==> config.mk <==
export PLATFORM = sky130hd
export DESIGN_NAME = mpq_seq
export DESIGN_NICKNAME = d
export VERILOG_FILES = /design/src/hw/rtl/mpq_pkg.sv /design/src/hw/rtl/mpq_seq.sv
export SDC_FILE = /design/constraint.sdc
export NUM_CORES = 1
export LEC_CHECK = 0
export BUFFER_PORTS_ARGS = -buffer_cell sky130_fd_sc_hd__buf_2
export CAP_MARGIN = 20
export CELL_PAD_IN_SITES_DETAIL_PLACEMENT = 1
export CELL_PAD_IN_SITES_GLOBAL_PLACEMENT = 1
export CORE_ASPECT_RATIO = 1.5
export CORE_MARGIN = 5
export CORE_UTILIZATION = 30
export DETAILED_ROUTE_END_ITERATION = 10
export MAX_ROUTING_LAYER = met4
export PLACE_DENSITY = 0.67
export SYNTH_ARGS = -nofsm -noshare
export SYNTH_HDL_FRONTEND = slang
export SYNTH_SLANG_ARGS = --single-unit
==> constraint.sdc <==
create_clock -name clk -period 7.13 [get_ports clk]
set_clock_uncertainty 0.1 [all_clocks]
set_input_delay 0.3565 -clock clk [delete_from_list [all_inputs] [get_ports clk]]
set_output_delay 0.3565 -clock clk [all_outputs]
set_load 0.02 [all_outputs]
==> src/hw/rtl/mpq_pkg.sv <==
// shared constants and codes for the max priority queue
package mpq_pkg;

	localparam int CAPACITY_DEF = 1024;
	localparam int KEY_W        = 32;
	localparam int ACT_W        = 2;
	localparam int STAT_W       = 3;

	localparam logic [ACT_W-1:0] ACT_INSERT  = 2'd0;
	localparam logic [ACT_W-1:0] ACT_EXTRACT = 2'd1;
	localparam logic [ACT_W-1:0] ACT_DELETE  = 2'd2;
	localparam logic [ACT_W-1:0] ACT_CHANGE  = 2'd3;

	localparam logic [STAT_W-1:0] ST_OK        = 3'd0;
	localparam logic [STAT_W-1:0] ST_FULL      = 3'd1;
	localparam logic [STAT_W-1:0] ST_EMPTY     = 3'd2;
	localparam logic [STAT_W-1:0] ST_NOT_FOUND = 3'd3;
	localparam logic [STAT_W-1:0] ST_RANGE     = 3'd4;

endpackage

==> src/hw/rtl/mpq_seq.sv <==
// heap sequencer: search, sift up and sift down over the key store
module mpq_seq #(
	parameter int CAPACITY = mpq_pkg::CAPACITY_DEF,
	localparam int CW = $clog2(CAPACITY + 1),
	localparam int AW = (CAPACITY > 1) ? $clog2(CAPACITY) : 1
) (
	input  logic                             clk,
	input  logic                             arst_n,
	input  logic                             start,
	output logic                             busy,
	output logic                             done,
	input  logic [mpq_pkg::ACT_W-1:0]        action,
	input  logic signed [mpq_pkg::KEY_W-1:0] key_value,
	input  logic [CW-1:0]                    position,
	output logic [mpq_pkg::STAT_W-1:0]       status,
	output logic signed [mpq_pkg::KEY_W-1:0] removed_key,
	output logic signed [mpq_pkg::KEY_W-1:0] root_key,
	output logic [CW-1:0]                    entry_count,
	output logic                             mem_we,
	output logic [AW-1:0]                    mem_waddr,
	output logic signed [mpq_pkg::KEY_W-1:0] mem_wdata,
	output logic [AW-1:0]                    mem_raddr,
	input  logic signed [mpq_pkg::KEY_W-1:0] mem_rdata
);
	import mpq_pkg::*;

	localparam logic [3:0] S_IDLE     = 4'd0;
	localparam logic [3:0] S_LAST     = 4'd1;
	localparam logic [3:0] S_SCAN     = 4'd2;
	localparam logic [3:0] S_DEL_LAST = 4'd3;
	localparam logic [3:0] S_UP_RD    = 4'd4;
	localparam logic [3:0] S_UP_CMP   = 4'd5;
	localparam logic [3:0] S_DN_L     = 4'd6;
	localparam logic [3:0] S_DN_R     = 4'd7;
	localparam logic [3:0] S_DN_C     = 4'd8;
	localparam logic [3:0] S_DONE     = 4'd9;

	localparam logic [CW-1:0] CAP_C = CW'(CAPACITY);
	localparam logic [CW-1:0] ONE_C = CW'(1);

	logic [3:0]              state_q;
	logic [CW-1:0]           n_q;
	logic [CW-1:0]           i_q;
	logic [CW-1:0]           scan_q;
	logic [CW-1:0]           chk_pos_q;
	logic                    chk_v_q;
	logic signed [KEY_W-1:0] v_q;
	logic signed [KEY_W-1:0] key_q;
	logic signed [KEY_W-1:0] big_v_q;
	logic                    big_l_q;
	logic                    down_q;
	logic                    moved_q;
	logic [STAT_W-1:0]       status_q;
	logic signed [KEY_W-1:0] removed_q;
	logic signed [KEY_W-1:0] top_q;

	logic [CW:0]             left_pos;
	logic [CW:0]             right_pos;
	logic                    left_in;
	logic                    right_in;
	logic [CW-1:0]           parent_pos;
	logic                    up_go;
	logic                    dn_rgt;
	logic                    hit;
	logic                    not_found;
	logic                    stop_here;
	logic [CW-1:0]           wpos;
	logic [CW-1:0]           rpos;
	logic [CW-1:0]           wpos_m1;
	logic [CW-1:0]           rpos_m1;
	logic                    accept;

	assign accept     = start && (state_q == S_IDLE);
	assign left_pos   = {i_q, 1'b0};
	assign right_pos  = {i_q, 1'b1};
	assign left_in    = left_pos <= {1'b0, n_q};
	assign right_in   = right_pos <= {1'b0, n_q};
	assign parent_pos = i_q >> 1;
	assign up_go      = mem_rdata < v_q;
	assign dn_rgt     = right_in && (mem_rdata > big_v_q);
	assign hit        = chk_v_q && (mem_rdata == key_q);
	assign not_found  = chk_v_q && !hit && (chk_pos_q == n_q);
	// resift stops after the up pass if it moved anything
	assign stop_here  = moved_q || !down_q;

	always_comb begin
		mem_we    = 1'b0;
		wpos      = i_q;
		mem_wdata = v_q;
		rpos      = n_q;
		unique case (state_q)
			S_IDLE: begin
				rpos = n_q;
			end
			S_SCAN: begin
				rpos = hit ? n_q : scan_q;
			end
			S_UP_RD: begin
				rpos = parent_pos;
				if (i_q == ONE_C && stop_here) begin
					mem_we = 1'b1;
				end
			end
			S_UP_CMP: begin
				if (up_go) begin
					mem_we    = 1'b1;
					mem_wdata = mem_rdata;
				end else if (stop_here) begin
					mem_we = 1'b1;
				end
			end
			S_DN_L: begin
				rpos = left_pos[CW-1:0];
				if (!left_in) begin
					mem_we = 1'b1;
				end
			end
			S_DN_R: begin
				rpos = right_pos[CW-1:0];
			end
			S_DN_C: begin
				mem_we = 1'b1;
				if (dn_rgt) begin
					mem_wdata = mem_rdata;
				end else if (big_l_q) begin
					mem_wdata = big_v_q;
				end
			end
			S_LAST, S_DEL_LAST, S_DONE: begin
				rpos = n_q;
			end
			default: begin
				rpos = n_q;
			end
		endcase
	end

	// positions count from one, addresses from zero
	assign wpos_m1   = wpos - ONE_C;
	assign rpos_m1   = rpos - ONE_C;
	assign mem_waddr = wpos_m1[AW-1:0];
	assign mem_raddr = rpos_m1[AW-1:0];

	always_ff @(posedge clk) begin
		if (mem_we && wpos == ONE_C) begin
			top_q <= mem_wdata;
		end
	end

	always_ff @(posedge clk or negedge arst_n) begin
		if (!arst_n) begin
			state_q <= S_IDLE;
			n_q     <= '0;
			chk_v_q <= 1'b0;
		end else begin
			unique case (state_q)
				S_IDLE: begin
					if (accept) begin
						key_q     <= key_value;
						status_q  <= ST_OK;
						removed_q <= '0;
						moved_q   <= 1'b0;
						case (action)
							ACT_INSERT: begin
								if (n_q >= CAP_C) begin
									status_q <= ST_FULL;
									state_q  <= S_DONE;
								end else begin
									n_q     <= n_q + ONE_C;
									i_q     <= n_q + ONE_C;
									v_q     <= key_value;
									down_q  <= 1'b0;
									state_q <= S_UP_RD;
								end
							end
							ACT_EXTRACT: begin
								if (n_q == '0) begin
									status_q <= ST_EMPTY;
									state_q  <= S_DONE;
								end else begin
									removed_q <= top_q;
									state_q   <= S_LAST;
								end
							end
							ACT_DELETE: begin
								if (n_q == '0) begin
									status_q <= ST_EMPTY;
									state_q  <= S_DONE;
								end else begin
									scan_q  <= ONE_C;
									chk_v_q <= 1'b0;
									state_q <= S_SCAN;
								end
							end
							default: begin
								if (position == '0 || position > n_q) begin
									status_q <= ST_RANGE;
									state_q  <= S_DONE;
								end else begin
									i_q     <= position;
									v_q     <= key_value;
									down_q  <= 1'b1;
									state_q <= S_UP_RD;
								end
							end
						endcase
					end
				end
				S_LAST: begin
					v_q     <= mem_rdata;
					n_q     <= n_q - ONE_C;
					i_q     <= ONE_C;
					state_q <= S_DN_L;
				end
				S_SCAN: begin
					if (hit) begin
						removed_q <= mem_rdata;
						i_q       <= chk_pos_q;
						chk_v_q   <= 1'b0;
						state_q   <= S_DEL_LAST;
					end else if (not_found) begin
						status_q <= ST_NOT_FOUND;
						chk_v_q  <= 1'b0;
						state_q  <= S_DONE;
					end else begin
						chk_pos_q <= scan_q;
						chk_v_q   <= 1'b1;
						scan_q    <= scan_q + ONE_C;
					end
				end
				S_DEL_LAST: begin
					v_q    <= mem_rdata;
					n_q    <= n_q - ONE_C;
					down_q <= 1'b1;
					// the removed word was the last one: nothing to repair
					state_q <= (i_q == n_q) ? S_DONE : S_UP_RD;
				end
				S_UP_RD: begin
					if (i_q == ONE_C) begin
						state_q <= stop_here ? S_DONE : S_DN_L;
					end else begin
						state_q <= S_UP_CMP;
					end
				end
				S_UP_CMP: begin
					if (up_go) begin
						i_q     <= parent_pos;
						moved_q <= 1'b1;
						state_q <= S_UP_RD;
					end else begin
						state_q <= stop_here ? S_DONE : S_DN_L;
					end
				end
				S_DN_L: begin
					state_q <= left_in ? S_DN_R : S_DONE;
				end
				S_DN_R: begin
					big_l_q <= mem_rdata > v_q;
					big_v_q <= (mem_rdata > v_q) ? mem_rdata : v_q;
					state_q <= S_DN_C;
				end
				S_DN_C: begin
					if (dn_rgt) begin
						i_q     <= right_pos[CW-1:0];
						state_q <= S_DN_L;
					end else if (big_l_q) begin
						i_q     <= left_pos[CW-1:0];
						state_q <= S_DN_L;
					end else begin
						state_q <= S_DONE;
					end
				end
				S_DONE: begin
					state_q <= S_IDLE;
				end
				default: begin
					state_q <= S_IDLE;
				end
			endcase
		end
	end

	assign busy        = state_q != S_IDLE;
	assign done        = state_q == S_DONE;
	assign status      = status_q;
	assign removed_key = removed_q;
	assign root_key    = top_q;
	assign entry_count = n_q;

	a_count_bound: assert property (@(posedge clk) disable iff (!arst_n)
		n_q <= CAP_C)
		else $error("entry count above capacity");

	// an extract that empties the heap still writes the root back
	a_sift_pos: assert property (@(posedge clk) disable iff (!arst_n)
		(state_q == S_UP_RD || state_q == S_UP_CMP || state_q == S_DN_L ||
		 state_q == S_DN_R || state_q == S_DN_C) |->
		(i_q != '0 && (i_q <= n_q || n_q == '0)))
		else $error("sift position outside the held entries");

	a_full_status: assert property (@(posedge clk) disable iff (!arst_n)
		(done && status_q == ST_FULL) |-> (n_q == CAP_C))
		else $error("full reported below capacity");

	a_empty_status: assert property (@(posedge clk) disable iff (!arst_n)
		(done && status_q == ST_EMPTY) |-> (n_q == '0))
		else $error("empty reported with entries held");

	a_insert_grows: assert property (@(posedge clk) disable iff (!arst_n)
		(accept && action == ACT_INSERT && n_q < CAP_C) |=> (n_q == $past(n_q) + ONE_C))
		else $error("insert did not add an entry");

endmodule

# Yosys cells after proc, flatten, opt, wreduce, memory -nomap -nowiden
# Index checks and enable logic that the tools add are counted.
dict set report op_classes {
  addsub 5
  magnitude_cmp 7
  eq_ne 30
  muxes 78
  n_bitwise 2
  n_reduce_logical 36
}
# cell count
set op_table {}
lappend op_table {{32-bit two-way mux} 11}
lappend op_table {{32-bit one-hot mux with 2 select lines} 4}
lappend op_table {{11-bit two-way mux} 14}
lappend op_table {{11-bit one-hot mux with 2 select lines} 3}
lappend op_table {{32-bit > comparator} 2}
lappend op_table {{4-bit two-way mux} 14}
lappend op_table {{11-bit one-hot mux with 5 select lines} 1}
lappend op_table {{10-bit one-hot mux with 4 select lines} 1}
lappend op_table {{4-bit one-hot mux with 9 select lines} 1}
lappend op_table {{32-bit == test} 1}
lappend op_table {{32-bit less-than comparator} 1}
lappend op_table {{12-bit by 11-bit <= comparator with 1-bit output} 2}
lappend op_table {{11-bit by 1-bit adder with 11-bit output (second input constant)} 2}
lappend op_table {{11-bit == test} 2}
lappend op_table {{11-bit zero test} 2}
lappend op_table {{4-bit AND reduction} 5}
lappend op_table {{10-bit by 1-bit subtractor with 10-bit output (second input constant)} 2}
lappend op_table {{2-bit != test (second input constant)} 9}
lappend op_table {{4-bit by 3-bit == test with 1-bit output (second input constant)} 4}
lappend op_table {{1-bit two-way mux} 15}
lappend op_table {{3-bit two-way mux} 4}
lappend op_table {{3-bit one-hot mux with 2 select lines} 2}
lappend op_table {{4-bit one-hot mux with 3 select lines} 1}
lappend op_table {{6-bit AND reduction} 2}
lappend op_table {{31 further kinds} 53}
dict set report word_totals {
  reg_bits 215
  inputBits 80
  output_inout_bits 133
  elab_cells 173
}

# Logic depth before layout (Yosys ltp)
# Gate-level depths: netlist (run 1).
dict set report logic_depth {
  depth_word 8
  mapped_depth 13
  depth_no_buf 11
}

# Worst setup path after synthesis (run 1)
# No wires, ideal clock.
dict set report synth_timing {
  kind {register to register}
  start {reg n_q[4], in the netlist entry_count[4]}
  end {reg v_q[0] (enable)}
  setup_time_ns 0.502
  t_arrival_ns 5.500
  slack_ns 1.028
  stages_incl_launch_ff 13
  n_path_buf 1
  path_cell_list {dfrtp_1 clkbuf_1 inv_1 ha_1 a21o_1 a21oi_1 nor2b_1 o311ai_0 a31oi_1 a31oi_1 nor2b_1 o31ai_1 nor4_1}
}
dict set report synth_between {
  elab_chain_len 4
  elab_cells_between_ends 6
  cone_classes {2 x order compare; 2 x eq/ne; 2 x reduce/logical}
}
# element line_no
set synth_rtl {}
lappend synth_rtl {{start, declared} mpq_seq.sv:42} ;# logic [CW-1:0] n_q;
lappend synth_rtl {{start signal, assigned} mpq_seq.sv:169} ;# n_q <= n_q + ONE_C;
lappend synth_rtl {{start signal, assigned} mpq_seq.sv:211} ;# n_q <= n_q - ONE_C;
lappend synth_rtl {{start signal, assigned} mpq_seq.sv:233} ;# n_q <= n_q - ONE_C;
lappend synth_rtl {{11-bit > comparator} mpq_seq.sv:196} ;# if (position == '0 || position > n_q) begin
lappend synth_rtl {{1-bit logical OR} mpq_seq.sv:196}
lappend synth_rtl {{3-bit by 2-bit != test with 1-bit output (no line)} n/a}
lappend synth_rtl {{6-bit AND reduction (no line) (*)} n/a}
lappend synth_rtl {{end signal, assigned} mpq_seq.sv:201} ;# v_q <= key_value;
lappend synth_rtl {{end signal, assigned} mpq_seq.sv:210} ;# v_q <= mem_rdata;
lappend synth_rtl {{end signal, assigned} mpq_seq.sv:232} ;# v_q <= mem_rdata;
lappend synth_rtl {{end, declared} mpq_seq.sv:47} ;# logic signed [KEY_W-1:0] v_q;
# Every way passes the cells marked *; elsewhere a longest branch is shown, timed or not.
# A chain may end at the register's enable or synchronous reset.

# Worst setup path in the final report (run 1)
dict set report layout_timing {
  start {reg key_q[31]}
  end {out mem_raddr[8]}
}
dict set report layout_between {
  elab_chain_len 5
}
# element line_no
set layout_rtl {}
lappend layout_rtl {{start, declared} mpq_seq.sv:48} ;# logic signed [KEY_W-1:0] key_q;
lappend layout_rtl {{start signal, assigned} mpq_seq.sv:159} ;# key_q <= key_value;
lappend layout_rtl {{32-bit == test} mpq_seq.sv:81} ;# assign hit = chk_v_q && (mem_rdata == key_q);
lappend layout_rtl {{1-bit logical AND} mpq_seq.sv:81}
lappend layout_rtl {{10-bit two-way mux} mpq_seq.sv:96} ;# rpos = hit ? n_q : scan_q;
lappend layout_rtl {{10-bit one-hot mux with 4 select lines} mpq_seq.sv:91} ;# unique case (state_q)
lappend layout_rtl {{10-bit by 1-bit subtractor with 10-bit output} mpq_seq.sv:140} ;# assign rpos_m1 = rpos - ONE_C;
lappend layout_rtl {{end, declared} mpq_seq.sv:22} ;# output logic [AW-1:0] mem_raddr,
# No other way between the ends.

==> impl_results.md, run 1 <==
- Mean Syn Cell Area: 10.7 µm²
- RD Place Congestion: 0.894
- Fin. Hold Viols: 0
- Critical Path Fanout Max: 8
- Register area: 6380 µm²
- P per Cell Area: 383 nW/µm²
- Core area: 44800 µm²
- Total gr overflow: 0
- Antenna viol nets, final: 0
- Yosys top cell area share: 44.1%
- TritonCTS Sinks: 215
- CP endpoint kind: output pin
- DRC viols: 0
- Max-cap violations: 0
- Cts bufs inserted: 25
- Worst Hold Slack: 0.0941 ns
- R2R Setup Slk: 2.90 ns
- Post-Syn Nets: 1446
- Antenna violations before repair: 2
- Post-route cell area: 16300 µm²
- CTS Buffer Depth: 3
- Asr flop ratio synth: 7.44%
- Final period utilization: 67.1%
- # hold bufs at CTS: 33
- Hold Path Sink: big_v_q[0]
- Clock root buffer: clkbuf_16
- Leak pwr: 6.74 nW
- Hold Path Cell Cnt: 2
- RSZ-0062 raised after global routing: no
- Post-synthesis cell area: 13600 µm²
- Initial Util: 30.3%
- Footprint of the multi-input gates: 6520 µm²
- Slew @ Worst Pin: 1.08 ns
- Reg clk slew, reported paths: 0.06 ns
- # port buffers: 212
- P&R area growth vs syn: 20.1%
- Req. time, crit path: 6.67 ns
- FP Rows: 95
- Crit path cell chain: xnor2_1 > nand4_1 > nor4_2 > and3_1 > mux2i_1 > o21a_1 > ha_1 > inv_1 > nor3_1 > nand4_1 > xor2_1 > buf_2
- Synth Instances: 1270
- Largest net degree at the start of global routing: 40
- Post-CTS setup repair buffer count: 0
- Class of the worst hold path: input pin to register
- Final HPWL DP: 36500 µm
- Total track usage: 19.4%
- CP max stage delay: 0.52 ns
- Resized cells post-CTS: 0
- Routed length per placed instance: 23.0 µm
- Final Max Tran Viols: 0
- Nets@finish: 1665
- Die width: 184 µm
- Syn. warnings: 0
- Worst-case reg-to-reg path depth: 11
- Hold_sp: mem_rdata[0]
- CP startpoint: key_q[31]
- DRT iter0 DRCs: 780
- Layout cells sized above 1: 21.9%
- Main flop type after synthesis: edfxtp_1
- Die Area: 49600 µm²
- Tmin final: 4.78 ns
- IO Pins: 213
- Cell mode on critical path: nand4_1
- Final std cells w/o fill: 2090
- Setup Viol. Count Final: 0
- Placed cell area: 15200 µm²
- Reg2reg start: entry_count[1]
- H-tree depth: 1
- Highest clock rate: 209 MHz
- Sequential area share after synthesis: 47.0%
- Post-synth EDFFs: 199
- Drt total wl: 48100 µm
- CP max-delay cell: nor4_2
- Core Util, Final: 36.3%
- Synthesized flop and latch total: 215
- Total number of vias: 11000
- Startpoint Class: register
- Crit path DAT: 4.33 ns
- Status: complete, no violations
- Worst vdd ir: 189 µV
- # fillers: 5068
- Global-route wire length before repair: 72500 µm
- Post-synth cell types: 82
- CTS tree: yes
- Count of buffer and inverter cells on the critical path: 2
- Reg2reg end: i_q[10]
- Die height: 270 µm
- Top-count cell post-synth: edfxtp_1
- Vias/cell: 5.25
- Post-synth top area cell: edfxtp_1
- Setup TNS: 0 ns
- Vias in the first global route: 11800
- Placed cell count: 2011
- DR pass1 iterations: 5
- Critical path type: register to output pin
- Commonest cells in the netlist: edfxtp_1, nand2_1, ha_1
- Relative slew slack: 27.3%
- Clk_lat worst skew: 0.54 ns
- Crit-path leading delay family: simple AND/OR/NAND/NOR gates
- Main area contributors after synthesis: edfxtp_1, ha_1, xnor2_1
-- power by group --
part	total, mW	internal [mW]	switching, mW
registers	2.02	1.74	0.284
logic	2.96	1.10	1.86
clock network	1.25	0.716	0.532
total	6.23	3.55	2.68
-- cell type report --
cell class                 count  share of cell area, %
multi-input combinational    889                   40.0
clock buffer                  29                   3.93
inverter                      95                   2.19
tap                          582                   4.47
antenna                        2                 0.0307
clock inverter                15                  0.830
sequential                   215                   39.2
timing repair buffer         263                   9.36
-- logic make-up (layout without fill, tap and decap cells) --
family | after synthesis | in the layout | synth area share (%)
AO/OA/AOI/OAI | 265 | 265 | 14.5
XOR/XNOR | 97 | 97 | 6.32
adder cells (fa/ha/maj) | 97 | 97 | 8.93
buffers and inverters | 166 | 402 | 5.28
flip-flops | 215 | 215 | 47.0
multiplexers | 37 | 37 | 3.83
other | 0 | 2 | 0
AND/OR/NAND/NOR | 393 | 393 | 14.1
-- per-layer routing --
layer	GRT usage, %	wire length (µm)	vias up	part of all wire [%]
met5	-	0	-	0
met4	5.51	1380	0	2.9
met3	2.26	2050	62	4.3
met2	36.7	26800	298	56
met1	21.1	17900	5506	37
li1	-	-	5103	-
-- registers in the layout, summed over array words and instances, names as in the netlist, 3 cells and up --
name / cells
big_v_q: 32
key_q: 32
removed_key: 32
root_key: 32
v_q: 32
chk_pos_q: 11
entry_count: 11
i_q: 11
scan_q: 11
state_q: 4
status: 3
-- how the worst max path moves through the flow --
stage	endpoint	slack (ns)	depth (start not counted)
2_1_floorplan	v_q[0]	1.03	12
3_3_place_gp	mem_raddr[8]	2.74	13
3_5_place_dp	mem_raddr[8]	2.72	13
4_1_cts	mem_raddr[8]	2.27	11
5_1_grt	mem_raddr[8]	2.04	11
6_report	mem_raddr[8]	2.35	12
-- cell usage in the layout (no fill, tap or decap), drive strengths merged, types with 37 or more instances in the layout --
cell    netlist  final
edfxtp      199    199
inv          94     95
nand4        37     37
nor2         90     90
nand2       153    153
ha           96     96
o21ai        46     46
a21oi        56     56
buf          29    230
xnor2        80     80
-- per-stage QoR --
stage          power (mW)  setup slack [ns]
3_5_place_dp         5.03              2.72
5_1_grt              6.62              2.04
2_1_floorplan        4.00              1.03
4_1_cts              6.32              2.27
6_report             6.23              2.35
3_3_place_gp         4.96              2.74
Power figures use the tool's default switching activity.
==> inputs of run 2 (changes only) <==
Settings changed: ABC_AREA set to 1, PLACE_DENSITY 0.67 to 0.68.
Clock period 7.13 ns to 4.9 ns, I/O delays scaled along.
==> run 2 against run 1 <==
  * Highest routed layer unchanged
  * Power increased by 55%
  * Combinational power increased by 64%
  * Sequential cell count unchanged
  * Critical path type unchanged
  * First-iteration DRC count decreased by 9.9%
  * Worst hold slack got worse by 0.066 ns
  * Largest cell class unchanged
==> impl_results.md, run 2 <==
- Status: complete, no violations
- Die Area: 52100 µm²
- CTS tree: yes
- Post-synth top area cell: edfxtp_1
- CP max-delay cell: dfrtp_1
- Post-synth cell types: 53
- Largest net degree at the start of global routing: 75
- Relative slew slack: 30.3%
- Global-route wire length before repair: 85300 µm
- IO Pins: 213
- Top-count cell post-synth: nand2_1
- CTS Buffer Depth: 3
- Main area contributors after synthesis: edfxtp_1, nand2_1, ha_1
- Mean Syn Cell Area: 8.46 µm²
- Vias/cell: 5.20
- Leak pwr: 7.47 nW
- DRT iter0 DRCs: 703
- Die width: 188 µm
- Sequential area share after synthesis: 44.7%
- Count of buffer and inverter cells on the critical path: 3
- Setup Viol. Count Final: 0
- Reg clk slew, reported paths: 0.07 ns
- Final HPWL DP: 43300 µm
- Final Max Tran Viols: 0
- Routed length per placed instance: 22.5 µm
- # port buffers: 212
- Max-cap violations: 0
- Total number of vias: 13200
- Post-synthesis cell area: 14300 µm²
- Final period utilization: 93.9%
- Fin. Hold Viols: 0
- Startpoint Class: register
- Post-Syn Nets: 1864
- Highest clock rate: 217 MHz
- Clk_lat worst skew: 0.54 ns
- Antenna violations before repair: 4
- DR pass1 iterations: 5
- Footprint of the multi-input gates: 6820 µm²
- Req. time, crit path: 4.55 ns
- Critical Path Fanout Max: 36
- Crit-path leading delay family: buffers and inverters
- Main flop type after synthesis: edfxtp_1
- Placed cell count: 2455
- Cts bufs inserted: 24
- Vias in the first global route: 14100
- Most common cell after layout, fill and taps aside: nand2_1
- FP Rows: 98
- Antenna viol nets, final: 0
- H-tree depth: 1
- Most frequent cells in the layout: nand2_1, buf_2, edfxtp_1
- Layout cells sized above 1: 17.9%
- RD Place Congestion: 0.969
- R2R Setup Slk: 0.87 ns
- Cell mode on critical path: nand3_1
- Crit path DAT: 4.26 ns
- Class of the worst hold path: input pin to register
- Yosys top cell area share: 41.9%
- Syn. warnings: 0
- Tmin final: 4.60 ns
- Crit path cell chain: clkinvlp_4 > ha_1 > a21o_1 > a211oi_2 > nand3_1 > a22oi_2 > nand3_4 > buf_4 > nor2_1 > nand2_1 > nand3_1 > buf_2
- Clock root buffer: clkbuf_16
- CP max stage delay: 0.63 ns
- Core area: 47500 µm²
- Total gr overflow: 0
- Final std cells w/o fill: 2538
- Worst vdd ir: 419 µV
- Initial Util: 30.1%
- P&R area growth vs syn: 20.2%
- Worst setup margin: 0.297 ns
- Register area: 6380 µm²
- DRC viols: 0
- CP endpoint kind: output pin
- Drt total wl: 57000 µm
- Total track usage: 21.7%
- # fillers: 5692
- Synthesized flop and latch total: 215
- Post-synth EDFFs: 199
- Slew @ Worst Pin: 1.04 ns
- Setup TNS: 0 ns
- Critical path type: register to output pin
- Total power: 9.67 mW
- P per Cell Area: 564 nW/µm²
- Synth Instances: 1688
- Asr flop ratio synth: 7.44%
- TritonCTS Sinks: 215
- Nets@finish: 2094
- Commonest cells in the netlist: nand2_1, edfxtp_1, inv_1
- Dpl ws: 0.784 ns
- Die height: 277 µm
- RSZ-0062 raised after global routing: no
[run 2: changes by cell type after synthesis, sizes merged, moves of 20 or more]
cell	delta
a221o	-34
nor2	+42
mux2	-32
a21o	-20
nand3	+100
o22ai	+47
a21oi	+39
xnor2	-52
inv	+119
nand3b	+25
a22o	-36
o21ai	+67
nand2	+234
[run 2: area by class of cell]
type / instances / area share [%]
clock buffers: 30 / 3.76
inverters: 219 / 4.82
well taps: 600 / 4.38
diodes: 4 / 0.0583
repair buffers: 269 / 9.29
multi-input cells: 1189 / 39.7
flip-flops and latches: 215 / 37.2
clock inverters: 12 / 0.802
[run 2: path summary, 6_finish.rpt]
check / startpoint / endpoint / cells after the start
worst min-delay path: mem_rdata[14] / root_key[14] / 3
min in group asynchronous: arst_n / entry_count[8] / 2
worst max-delay path: entry_count[9] / mem_wdata[31] / 12
max in group asynchronous: arst_n / state_q[3] / 2
worst min register to register: scan_q[3] / chk_pos_q[3] / 0
worst max register to register: entry_count[9] / i_q[7] / 11
[run 2: kinds of logic after synthesis]
| logic type | count (synthesis) | share of synthesized area [%] |
|---|---|---|
| buffers and inverters | 284 | 7.84 |
| XOR/XNOR | 58 | 3.56 |
| AND/OR/NAND/NOR | 725 | 23.0 |
| AO/OA/AOI/OAI | 310 | 12.5 |
| flip-flops | 215 | 44.7 |
| adder cells (fa/ha/maj) | 96 | 8.41 |
[run 2: tightest hold or removal path, cell delays in order]
cell and delay, ns:
buf_2 0.15, nand2_1 0.07, nand3_1 0.08
[run 2: repair_timing]
item | CTS | global route
hold endpoints to repair | 84 | 0
setup endpoints to repair | 0 | 2
buffers inserted | 0 | 0
hold buffers | 37 | 0
resized for setup | 0 | 1
[run 2: where the power goes]
| group | internal (mW) | total (mW) | switching (mW) |
|---|---|---|---|
| clock | 1.09 | 1.90 | 0.811 |
| sequential | 2.56 | 2.93 | 0.368 |
| combinational | 1.42 | 4.84 | 3.42 |
[run 2: per-layer routing]
metal,part of all wire (%),global-route usage [%]
met3,3.7,2.16
met2,54,40.6
met1,37,23.0
met4,4.9,9.49
met5,0,-
[run 2: per-stage QoR]
stage | util, % | hold slack (ns) | cell area, µm²
after floorplan | - | -0.151 | 14300
after global placement | 33.7 | 0.167 | 16000
after detailed placement | 33.7 | 0.177 | 16000
after CTS | 36.1 | 0.00135 | 17100
after global routing | 36.2 | 0.0363 | 17200
final | 36.2 | 0.0278 | 17200
==> inputs of run 3 (changes only) <==
Settings changed: CELL_PAD_IN_SITES_DETAIL_PLACEMENT 1 to 0, CTS_BUF_LIST set to sky130_fd_sc_hd__clkbuf_2.
==> run 3 against run 2 <==
  * Fmax decreased by 0.46%
  * Via count up 1.4%
  * Cell count up 5.3%
  * Sequential share of layout area is 1.1 points lower
  * First-iteration DRC count increased by 11%
  * Count of clock-buffer cells in the layout increased by 50
  * Combinational power about the same
  * Non-clock buffer count increased by 78
  * Cell area increased by 3.2%
  * Highest routed layer unchanged
  * Critical endpoint unchanged
  * Clock power decreased by 27%
  * Routed wire length down 3.6%
==> impl_results.md, run 3 (same netlist as run 2, synthesis figures left out) <==
- Nets@finish: 2205
- Tmin final: 4.62 ns
- Relative slew slack: 34.4%
- Hold_sp: key_value[14]
- Critical path type: register to output pin
- Fin. Hold Viols: 0
- Total number of vias: 13400
- P&R area growth vs syn: 24.1%
- Most frequent cells in the layout: nand2_1, buf_2, edfxtp_1
- DRC viols: 0
- RD Place Congestion: 0.969
- Worst setup margin: 0.276 ns
- Cts bufs inserted: 57
- Highest clock rate: 216 MHz
- Req. time, crit path: 4.55 ns
- Total track usage: 21.0%
- Crit path DAT: 4.28 ns
- CTS tree: yes
- Die width: 188 µm
- Register area: 6380 µm²
- Slew @ Worst Pin: 0.981 ns
- Hold Path Cell Cnt: 4
- CP endpoint kind: output pin
- Max-cap violations: 0
- Final HPWL DP: 40900 µm
- H-tree depth: 2
- P per Cell Area: 516 nW/µm²
- Setup Viol. Count Final: 0
- Most common cell after layout, fill and taps aside: nand2_1
- DR pass1 iterations: 5
- CTS Buffer Depth: 3
- Final period utilization: 94.4%
- Antenna violations before repair: 3
- FP Rows: 98
- Largest net degree at the start of global routing: 75
- # fillers: 5001
- Clk_lat worst skew: 0.97 ns
- Reg2reg start: v_q[31]
- Core area: 47500 µm²
- Total gr overflow: 0
- Dpl ws: 0.819 ns
- Startpoint Class: register
- Reg clk slew, reported paths: 0.11 ns
- Clock root buffer: clkbuf_2
- Leak pwr: 7.83 nW
- Antenna viol nets, final: 0
- Placed cell area: 16000 µm²
- Worst-case reg-to-reg path depth: 17
- Die Area: 52100 µm²
- Initial Util: 30.1%
- Global-route wire length before repair: 82600 µm
- IO Pins: 213
- Layout cells sized above 1: 19.7%
- Vias in the first global route: 13800
- Footprint of the multi-input gates: 6820 µm²
- Drt total wl: 55000 µm
- Post-route cell area: 17700 µm²
- Total power: 9.14 mW
- Final Max Tran Viols: 0
- Class of the worst hold path: input pin to register
- Die height: 277 µm
- Routed length per placed instance: 20.6 µm
- Vias/cell: 5.01
- Status: complete, no violations
- DRT iter0 DRCs: 783
- CP startpoint: entry_count[10]
- Worst vdd ir: 447 µV
- Critical Path Fanout Max: 36
- TritonCTS Sinks: 215
- # port buffers: 212
==> run 3: changes by cell type in the layout (fill, tap and decap cells not counted), moves of 2 or more <==
| cell | previous run | this run |
|---|---|---|
| clkbuf_1 | 5 | 0 |
| clkbuf_16 | 25 | 1 |
| clkbuf_2 | 0 | 80 |
| clkinv_1 | 7 | 14 |
| clkinv_2 | 5 | 9 |
| clkinvlp_4 | 2 | 0 |
| dfrtp_1 | 16 | 14 |
| dfrtp_2 | 0 | 2 |
| dlygate4sd3_1 | 37 | 112 |
==> run 3: repair_timing <==
item	CTS	global route
endpoints found under the setup margin	32	27
pin swaps	0	1
resized for setup	3	3
setup buffers	0	2
hold buffers	112	0
endpoints found under the hold margin	238	0
==> run 3: final cells by class <==
type	count	share of cell area, %
Multi-Input combinational cell	1189	38.5
Clock inverter	20	0.763
Antenna cell	3	0.0424
Sequential cell	215	36.0
Clock buffer	80	2.26
Timing Repair Buffer	347	13.5
Tap cell	600	4.24
Inverter	219	4.66
==> run 3: worst max-delay path, cell delays in order (launching register included) <==
cell and delay (ns):
dfrtp_1 0.66, inv_1 0.27, ha_1 0.39, a211oi_2 0.30, nand3_1 0.22, a22oi_2 0.34, nand3_4 0.12, buf_4 0.31
nor2_1 0.27, nand2_1 0.08, nand3_1 0.19, buf_2 0.21
==> run 3: worst paths after layout <==
| path | endpoint | slack (ns) |
|---|---|---|
| worst max register to register | root_key[22] | 1.16 |
| max in group asynchronous | chk_v_q | 4.04 |
| worst max-delay path | mem_wdata[31] | 0.28 |
| worst min-delay path | v_q[14] | 0.09 |
| min in group asynchronous | entry_count[8] | 0.18 |
| worst min register to register | chk_pos_q[3] | 0.38 |
==> run 3: per-stage QoR <==
stage	hold WS [ns]	util, %	setup TNS, ns	instances
floorplan	-0.151	-	0	1688
global placement	0.167	33.7	0	2455
detailed placement	0.166	33.7	0	2455
CTS	0.00239	37.2	0	2667
global route	0.0397	37.3	-0.000523	2673
finish	0.0916	37.3	0	2673
==> run 3: routing by layer <==
metal / track usage, % / wire, µm / up-vias / part of all wire (%)
met3: 3.03 / 2690 / 102 / 4.9
li1: - / - / 6499 / -
met5: - / 0 / - / 0
met2: 39.2 / 29700 / 424 / 54
met4: 7.61 / 2060 / 0 / 3.7
met1: 22.5 / 20500 / 6365 / 37
==> run 3: power by group <==
part	switching [mW]	internal (mW)
combinational	3.36	1.47
clock	0.831	0.549
sequential	0.365	2.56
